[src/hw/rtl/cpcb_pkg.sv]
// ----------------------------------------------------------------------------
// cpcb_pkg
// Shared sizes, codes and types of the canonical prefix code builder.
// ----------------------------------------------------------------------------
package cpcb_pkg;

	localparam int NUM_SYMBOLS  = 9;
	localparam int NUM_CONTEXTS = 9;
	localparam int MAX_LEN      = 6;

	localparam int FUNC_W = 2;
	localparam int CTX_W  = 4;
	localparam int SYM_W  = 4;
	localparam int LEN_W  = 3;
	localparam int WIN_W  = 6;
	localparam int CODE_W = 6;

	localparam int CTX_AW = (NUM_CONTEXTS > 1) ? $clog2(NUM_CONTEXTS) : 1;
	localparam int SYM_AW = $clog2(NUM_SYMBOLS);
	// running code value: below 2^17 after saturation, then up to MAX_LEN-1 shifts
	localparam int V_W    = 17 + MAX_LEN;

	typedef enum logic [FUNC_W-1:0] {
		FUNC_WRITE  = 2'd0,
		FUNC_BUILD  = 2'd1,
		FUNC_LOOKUP = 2'd2,
		FUNC_NONE   = 2'd3
	} func_t;

	typedef enum logic [1:0] {
		ST_IDLE,
		ST_LOOK,
		ST_BUILD
	} state_t;

	typedef logic [NUM_SYMBOLS-1:0][LEN_W-1:0] len_row_t;

	typedef struct packed {
		logic               ovf;
		logic [MAX_LEN-1:0] code;
	} code_ent_t;

	typedef code_ent_t [NUM_SYMBOLS-1:0] code_row_t;

	typedef struct packed {
		logic              hit;
		logic [SYM_AW-1:0] sym;
	} match_t;

	typedef struct packed {
		logic [SYM_W-1:0]  sym;
		logic [CODE_W-1:0] code;
		logic [LEN_W-1:0]  len;
		logic              found;
		logic              overflow;
		logic              last;
	} result_t;

endpackage

[src/hw/rtl/cpcb_if.sv]
// ----------------------------------------------------------------------------
// cpcb_if
// Command and result channels: valid/ready handshake plus word payload.
// ----------------------------------------------------------------------------
interface cpcb_cmd_if import cpcb_pkg::*; ();
	logic              valid;
	logic              ready;
	logic [FUNC_W-1:0] func;
	logic [CTX_W-1:0]  context_index;
	logic [SYM_W-1:0]  symbol_index;
	logic [LEN_W-1:0]  length_value;
	logic [WIN_W-1:0]  bit_window;

	modport source (
		output valid, func, context_index, symbol_index, length_value, bit_window,
		input  ready
	);
	modport sink (
		input  valid, func, context_index, symbol_index, length_value, bit_window,
		output ready
	);
endinterface

interface cpcb_res_if import cpcb_pkg::*; ();
	logic              valid;
	logic              ready;
	logic [SYM_W-1:0]  out_symbol;
	logic [CODE_W-1:0] out_code;
	logic [LEN_W-1:0]  out_length;
	logic              found;
	logic              overflow;
	logic              last;

	modport source (
		output valid, out_symbol, out_code, out_length, found, overflow, last,
		input  ready
	);
	modport sink (
		input  valid, out_symbol, out_code, out_length, found, overflow, last,
		output ready
	);
endinterface

[src/hw/rtl/cpcb_lane_ram.sv]
// ----------------------------------------------------------------------------
// cpcb_lane_ram
// Row memory with per-lane write enables and one registered read port.
// ----------------------------------------------------------------------------
module cpcb_lane_ram #(
	parameter int LANES  = 2,
	parameter int LANE_W = 8,
	parameter int DEPTH  = 4,
	localparam int AW    = (DEPTH > 1) ? $clog2(DEPTH) : 1
) (
	input  logic                          clk,
	input  logic                          we,
	input  logic [AW-1:0]                 waddr,
	input  logic [LANES-1:0]              wlane,
	input  logic [LANE_W-1:0]             wdata,
	input  logic                          re,
	input  logic [AW-1:0]                 raddr,
	output logic [LANES-1:0][LANE_W-1:0]  rdata
);

	logic [LANES-1:0][LANE_W-1:0] mem [DEPTH];

	always_ff @(posedge clk) begin
		if (we) begin
			for (int l = 0; l < LANES; l++) begin
				if (wlane[l]) begin
					mem[waddr][l] <= wdata;
				end
			end
		end
		if (re) begin
			rdata <= mem[raddr];
		end
	end

endmodule

[src/hw/rtl/cpcb_match.sv]
// ----------------------------------------------------------------------------
// cpcb_match
// Parallel prefix compare of one context row; lowest matching symbol wins.
// ----------------------------------------------------------------------------
module cpcb_match import cpcb_pkg::*; (
	input  len_row_t         lens,
	input  code_row_t        codes,
	input  logic [WIN_W-1:0] window,
	output match_t           match
);

	logic [MAX_LEN-1:0]     win;
	logic [NUM_SYMBOLS-1:0] hit;

	assign win = MAX_LEN'(window);

	always_comb begin
		for (int s = 0; s < NUM_SYMBOLS; s++) begin
			hit[s] = !codes[s].ovf &&
				((win >> (MAX_LEN - int'(lens[s]))) == codes[s].code);
		end
	end

	always_comb begin
		match = '0;
		for (int s = NUM_SYMBOLS - 1; s >= 0; s--) begin
			if (hit[s]) begin
				match.hit = 1'b1;
				match.sym = SYM_AW'(s);
			end
		end
	end

endmodule

[src/hw/rtl/canonical_prefix_code_builder_core.sv]
// ----------------------------------------------------------------------------
// canonical_prefix_code_builder_core
// Per-context code-length tables, canonical code assignment and prefix lookup.
//
// Lengths and codes live in two row memories, one row per context, each read
// a whole row at a time through a registered read port. A length write gives
// no word. A lookup does the row read, then a parallel compare of all symbols
// of the row, giving one result word. A build does the row read, then emits
// one word per symbol in canonical order, stepping up a length whenever no
// symbol is left at the current one (at most MAX_LEN-1 such steps), giving
// NUM_SYMBOLS words in all; a stalled result port stretches it. A new command
// is taken as soon as the previous one has loaded its last word into the
// output register.
// ----------------------------------------------------------------------------
module canonical_prefix_code_builder_core import cpcb_pkg::*; (
	input  logic     clk,
	input  logic     arst_n,
	cpcb_cmd_if.sink   cmd,
	cpcb_res_if.source res
);

	function automatic logic [LEN_W-1:0] clamp_len(input logic [LEN_W-1:0] l);
		logic [LEN_W-1:0] r;
		r = l;
		if (l == '0) begin
			r = LEN_W'(1);
		end else if (int'(l) > MAX_LEN) begin
			r = LEN_W'(MAX_LEN);
		end
		return r;
	endfunction

	state_t                  state_q, state_nxt;
	logic [CTX_AW-1:0]       ctx_q;
	logic [WIN_W-1:0]        win_q;
	logic                    look_ok_q;
	logic [LEN_W-1:0]        cur_len_q;
	logic [NUM_SYMBOLS-1:0]  done_q;
	logic [SYM_AW-1:0]       cnt_q;
	logic [V_W-1:0]          v_q;
	logic [NUM_CONTEXTS-1:0] built_q;
	result_t                 res_q, res_d;
	logic                    res_valid_q;

	func_t             func;
	logic              acc, ctx_ok, sym_ok, out_free;
	logic [CTX_AW-1:0] ctx_a;
	logic [SYM_AW-1:0] sym_a;

	len_row_t  len_rd;
	code_row_t code_rd;
	match_t    match;

	logic                   len_we, rd_en;
	logic                   code_we;
	code_ent_t              code_wd;
	logic [NUM_SYMBOLS-1:0] cand;
	logic                   any;
	logic [SYM_AW-1:0]      pick;
	logic                   emit, step_len, res_load, build_end;
	logic                   ovf_now;
	logic [V_W-1:0]         v_inc, v_sat;

	assign func     = func_t'(cmd.func);
	assign acc      = cmd.valid && cmd.ready;
	assign ctx_ok   = int'(cmd.context_index) < NUM_CONTEXTS;
	assign sym_ok   = int'(cmd.symbol_index) < NUM_SYMBOLS;
	assign ctx_a    = cmd.context_index[CTX_AW-1:0];
	assign sym_a    = cmd.symbol_index[SYM_AW-1:0];
	assign out_free = !res_valid_q || res.ready;

	assign cmd.ready = (state_q == ST_IDLE);

	assign len_we = acc && (func == FUNC_WRITE) && ctx_ok && sym_ok;
	assign rd_en  = acc && ((func == FUNC_BUILD) || (func == FUNC_LOOKUP)) && ctx_ok;

	cpcb_lane_ram #(
		.LANES  (NUM_SYMBOLS),
		.LANE_W (LEN_W),
		.DEPTH  (NUM_CONTEXTS)
	) u_len_ram (
		.clk   (clk),
		.we    (len_we),
		.waddr (ctx_a),
		.wlane (NUM_SYMBOLS'(1) << sym_a),
		.wdata (clamp_len(cmd.length_value)),
		.re    (rd_en),
		.raddr (ctx_a),
		.rdata (len_rd)
	);

	cpcb_lane_ram #(
		.LANES  (NUM_SYMBOLS),
		.LANE_W ($bits(code_ent_t)),
		.DEPTH  (NUM_CONTEXTS)
	) u_code_ram (
		.clk   (clk),
		.we    (code_we),
		.waddr (ctx_q),
		.wlane (NUM_SYMBOLS'(1) << pick),
		.wdata (code_wd),
		.re    (rd_en),
		.raddr (ctx_a),
		.rdata (code_rd)
	);

	cpcb_match u_match (
		.lens   (len_rd),
		.codes  (code_rd),
		.window (win_q),
		.match  (match)
	);

	// build: lowest unsent symbol at the current length
	always_comb begin
		for (int s = 0; s < NUM_SYMBOLS; s++) begin
			cand[s] = !done_q[s] && (len_rd[s] == cur_len_q);
		end
		any  = |cand;
		pick = '0;
		for (int s = NUM_SYMBOLS - 1; s >= 0; s--) begin
			if (cand[s]) begin
				pick = SYM_AW'(s);
			end
		end
	end

	assign ovf_now = (v_q >> cur_len_q) != '0;
	assign v_inc   = v_q + V_W'(1);
	assign v_sat   = (v_inc > V_W'(32'hFFFF)) ? V_W'(32'h10000) : v_inc;

	always_comb begin
		state_nxt = state_q;
		unique case (state_q)
			ST_IDLE: begin
				if (acc) begin
					unique case (func)
						FUNC_BUILD:  state_nxt = ctx_ok ? ST_BUILD : ST_IDLE;
						FUNC_LOOKUP: state_nxt = ST_LOOK;
						FUNC_WRITE,
						FUNC_NONE:   state_nxt = ST_IDLE;
						default:     state_nxt = ST_IDLE;
					endcase
				end
			end
			ST_LOOK: begin
				if (out_free) begin
					state_nxt = ST_IDLE;
				end
			end
			ST_BUILD: begin
				if (any && out_free && (int'(cnt_q) == NUM_SYMBOLS - 1)) begin
					state_nxt = ST_IDLE;
				end
			end
			default: state_nxt = ST_IDLE;
		endcase
	end

	always_comb begin
		emit     = 1'b0;
		step_len = 1'b0;
		res_load = 1'b0;
		res_d    = '0;
		unique case (state_q)
			ST_IDLE: begin
			end
			ST_LOOK: begin
				res_load   = out_free;
				res_d.last = 1'b1;
				if (look_ok_q && match.hit) begin
					res_d.sym   = SYM_W'(match.sym);
					res_d.code  = CODE_W'(code_rd[match.sym].code);
					res_d.len   = len_rd[match.sym];
					res_d.found = 1'b1;
				end
			end
			ST_BUILD: begin
				emit           = any && out_free;
				step_len       = !any;
				res_load       = emit;
				res_d.sym      = SYM_W'(pick);
				res_d.code     = CODE_W'(v_q[MAX_LEN-1:0]);
				res_d.len      = cur_len_q;
				res_d.overflow = ovf_now;
				res_d.last     = (int'(cnt_q) == NUM_SYMBOLS - 1);
			end
			default: begin
			end
		endcase
	end

	assign build_end    = emit && (int'(cnt_q) == NUM_SYMBOLS - 1);
	assign code_we      = emit;
	assign code_wd.ovf  = ovf_now;
	assign code_wd.code = v_q[MAX_LEN-1:0];

	always_ff @(posedge clk or negedge arst_n) begin
		if (!arst_n) begin
			state_q     <= ST_IDLE;
			built_q     <= '0;
			res_valid_q <= 1'b0;
			done_q      <= '0;
			cnt_q       <= '0;
			cur_len_q   <= '0;
			v_q         <= '0;
			look_ok_q   <= 1'b0;
			ctx_q       <= '0;
		end else begin
			state_q <= state_nxt;

			if (res_load) begin
				res_valid_q <= 1'b1;
			end else if (res.ready) begin
				res_valid_q <= 1'b0;
			end

			if (len_we) begin
				built_q[ctx_a] <= 1'b0;
			end
			if (build_end) begin
				built_q[ctx_q] <= 1'b1;
			end

			if (acc) begin
				ctx_q     <= ctx_a;
				look_ok_q <= ctx_ok && built_q[ctx_a];
				done_q    <= '0;
				cnt_q     <= '0;
				cur_len_q <= LEN_W'(1);
				v_q       <= '0;
			end else if (emit) begin
				done_q[pick] <= 1'b1;
				cnt_q        <= cnt_q + SYM_AW'(1);
				v_q          <= v_sat;
			end else if (step_len) begin
				cur_len_q <= cur_len_q + LEN_W'(1);
				v_q       <= v_q << 1;
			end
		end
	end

	always_ff @(posedge clk) begin
		if (acc) begin
			win_q <= cmd.bit_window;
		end
		if (res_load) begin
			res_q <= res_d;
		end
	end

	assign res.valid      = res_valid_q;
	assign res.out_symbol = res_q.sym;
	assign res.out_code   = res_q.code;
	assign res.out_length = res_q.len;
	assign res.found      = res_q.found;
	assign res.overflow   = res_q.overflow;
	assign res.last       = res_q.last;

	a_done_count: assert property (@(posedge clk) disable iff (!arst_n)
		(state_q == ST_BUILD) |-> ($countones(done_q) == int'(cnt_q)))
		else $error("sent-symbol mask disagrees with word count");

	a_build_end: assert property (@(posedge clk) disable iff (!arst_n)
		build_end |=> (res_valid_q && res_q.last && (state_q == ST_IDLE)))
		else $error("build did not close with a last word");

	a_look_word: assert property (@(posedge clk) disable iff (!arst_n)
		((state_q == ST_LOOK) && out_free) |=>
			(res_valid_q && res_q.last && !res_q.overflow))
		else $error("lookup word malformed");

endmodule
[src/flat_wrapper.sv]
// flat-port wrapper written by rule: the top's interface ports become plain ports
module canonical_prefix_code_builder_core_flat import cpcb_pkg::*;
  (clk, arst_n, cmd_valid, cmd_func, cmd_context_index, cmd_symbol_index, cmd_length_value, cmd_bit_window, cmd_ready, res_valid, res_out_symbol, res_out_code, res_out_length, res_found, res_overflow, res_last, res_ready);
  cpcb_cmd_if cmd_i ();
  cpcb_res_if res_i ();
  input  logic clk;
  input  logic arst_n;
  input wire logic [$bits(cmd_i.valid)-1:0] cmd_valid;
  input wire logic [$bits(cmd_i.func)-1:0] cmd_func;
  input wire logic [$bits(cmd_i.context_index)-1:0] cmd_context_index;
  input wire logic [$bits(cmd_i.symbol_index)-1:0] cmd_symbol_index;
  input wire logic [$bits(cmd_i.length_value)-1:0] cmd_length_value;
  input wire logic [$bits(cmd_i.bit_window)-1:0] cmd_bit_window;
  output wire logic [$bits(cmd_i.ready)-1:0] cmd_ready;
  output wire logic [$bits(res_i.valid)-1:0] res_valid;
  output wire logic [$bits(res_i.out_symbol)-1:0] res_out_symbol;
  output wire logic [$bits(res_i.out_code)-1:0] res_out_code;
  output wire logic [$bits(res_i.out_length)-1:0] res_out_length;
  output wire logic [$bits(res_i.found)-1:0] res_found;
  output wire logic [$bits(res_i.overflow)-1:0] res_overflow;
  output wire logic [$bits(res_i.last)-1:0] res_last;
  input wire logic [$bits(res_i.ready)-1:0] res_ready;
  assign cmd_i.valid = cmd_valid;
  assign cmd_i.func = cmd_func;
  assign cmd_i.context_index = cmd_context_index;
  assign cmd_i.symbol_index = cmd_symbol_index;
  assign cmd_i.length_value = cmd_length_value;
  assign cmd_i.bit_window = cmd_bit_window;
  assign cmd_ready = cmd_i.ready;
  assign res_valid = res_i.valid;
  assign res_out_symbol = res_i.out_symbol;
  assign res_out_code = res_i.out_code;
  assign res_out_length = res_i.out_length;
  assign res_found = res_i.found;
  assign res_overflow = res_i.overflow;
  assign res_last = res_i.last;
  assign res_i.ready = res_ready;
  canonical_prefix_code_builder_core u_core (.clk(clk), .arst_n(arst_n), .cmd(cmd_i), .res(res_i));
endmodule
[config.mk]
export PLATFORM = sky130hd
export DESIGN_NAME = canonical_prefix_code_builder_core_flat
export DESIGN_NICKNAME = d
export VERILOG_FILES = /design/src/hw/rtl/cpcb_pkg.sv /design/src/hw/rtl/cpcb_if.sv /design/src/hw/rtl/cpcb_lane_ram.sv /design/src/hw/rtl/cpcb_match.sv /design/src/hw/rtl/canonical_prefix_code_builder_core.sv /design/src/flat_wrapper.sv
export SDC_FILE = /design/constraint.sdc
export NUM_CORES = 1
export LEC_CHECK = 0
export ABC_AREA = 1
export BUFFER_PORTS_ARGS = -buffer_cell sky130_fd_sc_hd__buf_2
export CAP_MARGIN = 20
export CORE_UTILIZATION = 40
export CTS_CLUSTER_DIAMETER = 50
export CTS_CLUSTER_SIZE = 28
export DETAILED_ROUTE_END_ITERATION = 12
export SYNTH_ARGS = -nofsm -noshare
export SYNTH_HDL_FRONTEND = slang
export SYNTH_SLANG_ARGS = --single-unit
[constraint.sdc]
create_clock -name clk -period 4.6 [get_ports clk]
set_clock_uncertainty 0.15 [all_clocks]
set_input_delay 0.92 -clock clk [delete_from_list [all_inputs] [get_ports clk]]
set_output_delay 0.92 -clock clk [all_outputs]
set_load 0.03 [all_outputs]
Word-level counts from Yosys, hierarchy flattened
Memories as Yosys holds them, arrays and structs flattened. A register that Yosys moved wholly into a read port is not among the register bits.
Index checks and enable logic that the tools add are counted.
Storage, ports and cells
  bits in registers: 78
  memory bits (writable): 810
  bits of input ports: 23
  output and inout bits: 18
  word-level logic and storage cells: 264
  memories: 2
Cells by class
  add/sub/neg operators: 12
  $lt $le $gt $ge: 11
  equality and inequality tests: 28
  shift-type cells: 12
  muxes and demuxes: 113
  bitwise logic cells: 4
  reductions and logical operators: 66
Memory list
  u_core.u_code_ram.mem: words 9, width 63, read ports 1, clocked after Yosys merged registers in 1, write ports 1, RTL line cpcb_lane_ram.sv:21  | logic [LANES-1:0][LANE_W-1:0] mem [DEPTH];
  u_core.u_len_ram.mem: words 9, width 27, read ports 1, clocked after Yosys merged registers in 1, write ports 1, RTL line cpcb_lane_ram.sv:21
Operators by type and width (number)
  6-bit by 32-bit >> shifter with 6-bit output: 9
  23-bit 2-to-1 mux: 4
  1-bit 2-to-1 mux: 62
  6-bit == test: 9
  5-bit 2-to-1 mux: 9
  4-bit 2-to-1 mux: 11
  9-bit 2-to-1 mux: 4
  3-bit by 3-bit subtractor with 4-bit output, first input constant: 9
  1-bit logical AND: 32
  7-bit binary-select mux with 4-bit select: 1
  3-bit == test: 9
  13-bit one-hot mux with 2 select lines: 1
  23-bit by 1-bit adder with 23-bit output, second input constant: 1
  23-bit by 16-bit greater-than comparator with 1-bit output, second input constant: 1
  23-bit nonzero test: 1
  23-bit by 3-bit >> shifter with 23-bit output: 1
  1-bit logical NOT: 20
  4-bit by 5-bit < comparator with 1-bit output, second input constant: 4
  3-bit 2-to-1 mux: 6
  9-bit bitwise OR: 2
  1-bit by 4-bit << shifter with 9-bit output, first input constant: 2
  14-bit 2-to-1 mux: 1
  3-bit binary-select mux with 4-bit select: 1
  1-bit demux with 4-bit select: 3
  other kinds (26): 43

Logic depth before layout (Yosys ltp)
  depth in word-level cells: 18
  mapped depth: 25

Cells and area by module
A second synthesis with hierarchy kept.
Second synthesis, totals
  cell total of the unflattened synthesis: 4987
  area, all modules: 46592.2 µm²
By module, submodules not included
  cpcb_lane_ram at u_core.u_code_ram: times used 1, cells an instance 2362, area each 26143.8 µm²
  cpcb_lane_ram at u_core.u_len_ram: times used 1, cells an instance 1074, area each 11409.7 µm²
  canonical_prefix_code_builder_core: times used 1, cells an instance 987, area each 6288.5 µm²
  cpcb_match: times used 1, cells an instance 564, area each 2750.1 µm²

Worst setup path before layout
No wires, ideal clock.
  path type: input port to flip-flop
  from: in cmd_length_value[1]
  to: mem u_core.u_len_ram.mem[0][0] (netlist bit) (data pin)
  arrival: 4.113 ns
  data required time: 3.617 ns
  path slack: -0.496 ns
  cell stages on the path: 1
  path buffers: 0
  path through: o21ai_0
On the way
  longest elaborated chain between the ends: 3
  elaborated cells on any way between the ends: 4
  classes of those cells: order compare: 1; mux: 2; reduce/logical: 1
RTL lines
  start, declared: RTL line flat_wrapper.sv:12  | input wire logic [$bits(cmd_i.length_value)-1:0] cmd_length_value;
  3-bit greater-than comparator: RTL line canonical_prefix_code_builder_core.sv:27  | end else if (int'(l) > MAX_LEN) begin
  3-bit 2-to-1 mux: RTL line canonical_prefix_code_builder_core.sv:27
  3-bit 2-to-1 mux (*): RTL line canonical_prefix_code_builder_core.sv:25  | if (l == '0) begin
  end, declared: RTL line cpcb_lane_ram.sv:21
Every way passes the cells marked *; elsewhere a longest branch is shown, timed or not.

==> summary.md <==
| Metric | Value |
|---|---|
| Result of the run | finished, final reports clean |
| Rel. slew slack | 0.222 |
| First-pass DRT Iterations | 6 |
| Largest net degree at the start of global routing | 105 |
| Leakage | 16.2 nW |
| Yosys cell types | 63 |
| Vias | 27600 |
| H-tree depth | 3 |
| Clock sinks | 978 |
| CP Data Required Time | 4850 ps |
| Cell family with most CP delay | simple AND/OR/NAND/NOR gates |
| Gr usage total | 0.213 |
| Vias/cell | 5.59 |
| Critical setup path kind | reg2reg |
| Avg Inst Size Synth | 12.2 um^2 |
| Core area | 0.103 mm^2 |
| Worst-skew pair later-pin latency | 710 ps |
| Warnings from Yosys | 0 |
| CP endpoint kind | flop |
| Hold WS | 91.2 ps |
| Pre-CTS WS | 773 ps |
| Filler cells | 9238 |
| Final min period | 3980 ps |
| Synth area leaders | edfxtp_1, nand2_1, dfrtp_1 |
| Post-route cell area | 0.0473 mm^2 |
| Final #Nets | 3508 |
| Worst Hold Class | in2async |
| Row cnt | 118 |
| Seq/Total Area, Yosys | 0.697 |
| Count leader, synth | edfxtp_1 |
| CTS resizes | 0 |
| Max clock buf depth | 3 |
| Area leader, netlist | edfxtp_1 |
| Setup TNS | 0 ps |
| Highest-delay cell along the critical path | edfxtp_1 |
| Routed WL per cell | 23.0 um |
| CTS Buf Count | 98 |
| Seq cells post-synth | 978 |
| Asr flop ratio synth | 0.0573 |
| Area of placed instances | 0.0437 mm^2 |
| Max Cap Viol | 0 |
| Placed cell count | 4744 |
| Maximum VDD drop | 543 uV |
| Commonest register cell after synthesis | edfxtp_1 |
| Detailed placer's ending HPWL | 70400 um |
| Clk root buf | clkbuf_16 |
| Max Slew Vio Count | 0 |
| CTS Hold Bufs | 0 |
| I/O pins | 41 |
| Initial Utilization | 0.403 |
| Post-Layout Cell Count | 4932 |
| Cell count after synthesis | 3412 |
| Crit path max fanout | 46 |
| IO Port Bufs | 40 |
| Final worst setup slack | 621 ps |
| Measured slew at the worst slew-check pin | 1170 ps |
| Area of the multi-input gates | 0.0113 mm^2 |
| Die area | 0.106 mm^2 |
| P per Cell Area | 507 mW/mm^2 |
| TritonCTS clock tree | done |
| Final hold vios | 0 |
| Reg2reg setup slack | 620 ps |
| Final WL | 113000 um |
| Synth top area share | 0.664 |
| Part of the cycle the worst path needs | 0.865 |
| Residual DRC | 0 |
| Die H | 325 um |
| Synth top cells by count | edfxtp_1, nand2_1, nor2_1, nand3_1, a22oi_1 |
| Crit path cell chain | ha_1 -> inv_1 -> a21oi_1 -> nand3_1 -> o211ai_1 -> nand2_1 -> nand2_1 -> nand3_1 -> nor2_1 -> nand2_1 -> nand2_1 -> nand2_1 -> nand2_2 -> nand2_4 -> nand2_8 -> nand2_8 -> nand2_1 -> nand3_1 -> nand2_1 -> nand2_1 -> nand3_1 -> a21oi_1 |
| Post-synth EDFFs | 922 |
| Net count after synthesis | 3455 |
| GP Congestion | 0.943 |
| Unrepaired setup endpoints after global routing | false |
| Post-CTS setup buffer count | 0 |
| Setup violations, final | 0 |
| Number of global-route vias before repair | 26900 |
| P&R area growth vs syn | 13.4% |
| Max Freq | 251 MHz |
| CP max stage delay | 620 ps |
| First-pass GRT wire length | 171000 um |
| Reg clk slew, reported paths | 80 ps |
| Most frequent cell on the critical path | nand2_1 |
| Remaining antenna violation count | 0 |
| CP startpoint kind | flop |
| Reg area | 0.0291 mm^2 |
| Buf/Inv on CP | 1 |
| Fraction of layout instances using a drive strength above 1 | 0.109 |
| Grt ovf | 0 |
| Crit path arrival time | 4230 ps |
| Die width | 325 um |
| Initial antenna violation count | 1 |
| Initial DRC Count | 2755 |
| Synthesized cell area | 0.0417 mm^2 |
[worst reg2reg max path, stage by stage, from the launching register on]
cell	delay [ps]
edfxtp_1	620
ha_1	520
inv_1	120
a21oi_1	130
nand3_1	100
o211ai_1	140
nand2_1	80
nand2_1	60
nand3_1	60
nor2_1	180
nand2_1	70
nand2_1	60
nand2_1	80
nand2_2	80
nand2_4	60
nand2_8	210
nand2_8	240
nand2_1	160
nand3_1	100
nand2_1	130
nand2_1	90
nand3_1	140
a21oi_1	80
[sequential cells by signal (all words and copies together), names as in the netlist, 3 cells and up]
signal / flops
u_core.v_q: 23
u_core.u_len_ram.mem: 243
u_core.ctx_q: 4
u_core.win_q: 6
u_core.cnt_q: 4
u_core.res.out_symbol: 4
u_core.u_code_ram.rdata: 63
u_core.res.out_code: 6
u_core.res.out_length: 3
u_core.u_code_ram.mem: 567
u_core.u_len_ram.rdata: 27
u_core.built_q: 9
u_core.done_q: 9
u_core.cur_len_q: 3
[where the power goes]
| group | total, W | internal, W | switching [W] |
|---|---|---|---|
| sequential | 0.0112 | 0.0108 | 0.000365 |
| clock | 0.00861 | 0.00445 | 0.00416 |
| combinational | 0.00422 | 0.000967 | 0.00325 |
| total | 0.0240 | 0.0162 | 0.00778 |
[logic make-up after synthesis]
| family | count (synthesis) | synth area share |
|---|---|---|
| simple gates | 1455 | 0.153 |
| compound gates | 578 | 0.101 |
| fa+ha+maj | 20 | 0.00600 |
| xor+xnor | 44 | 0.00960 |
| flops | 978 | 0.697 |
| buf+inv | 337 | 0.0334 |
[final cells by class]
cell class,instances,share of cell area
tap,1380,0.0365
clock buffer,101,0.0525
sequential,978,0.615
inverter,173,0.0140
antenna,1,0.0000529
multi-input combinational,2097,0.239
clock inverter,85,0.0236
timing repair buffer,117,0.0190
[metrics by stage]
| stage | total power, W | utilization |
|---|---|---|
| floorplan | 0.0138 | - |
| global placement | 0.0155 | 0.422 |
| detailed placement | 0.0155 | 0.422 |
| CTS | 0.0241 | 0.457 |
| global route | 0.0249 | 0.457 |
| finish | 0.0240 | 0.457 |
[per-layer routing]
layer / vias to the layer above / global-route usage / wire, um
li1: 12700 / - / -
met1: 13700 / 0.300 / 49700
met2: 1029 / 0.338 / 52800
met3: 155 / 0.0351 / 7910
met4: 0 / 0.0658 / 2820
met5: - / 0 / 0
[final timing paths]
check,startpoint,end,cells past startpoint
setup reg to reg,u_core.u_len_ram.rdata[21],u_core.res.out_code[5],22
hold / removal,arst_n,u_core.state_q[1],1
hold reg to reg,u_core.cnt_q[3],u_core.cnt_q[3],1
min in group clk,cmd_bit_window[0],u_core.win_q[0],1
max in group asynchronous,arst_n,u_core.v_q[0],2
setup / recovery,u_core.u_len_ram.rdata[21],u_core.res.out_code[5],22
[cell usage in the layout (no fill, tap or decap), types with 7 or more instances in the layout]
cell and instances:
nor4_1 7, inv_12 7, a22oi_1 186, ha_1 20, inv_16 7, a21oi_1 70
inv_2 29, nor2_1 266, nor3_1 16, o21ai_1 18, nor2_4 7, dfrtp_1 50
clkinv_8 12, a221o_1 90, o21ai_0 62, o22ai_1 17, inv_1 138, inv_8 15
nand4_1 120, clkbuf_16 99, xnor2_1 12, o211ai_1 23, buf_4 69, buf_12 8
nand2_1 775, xor2_1 30, nand3b_1 9, inv_6 21, edfxtp_1 922, a21boi_0 91
buf_2 39, nand3_1 208
No activity file was read; power rests on OpenSTA's default activity.
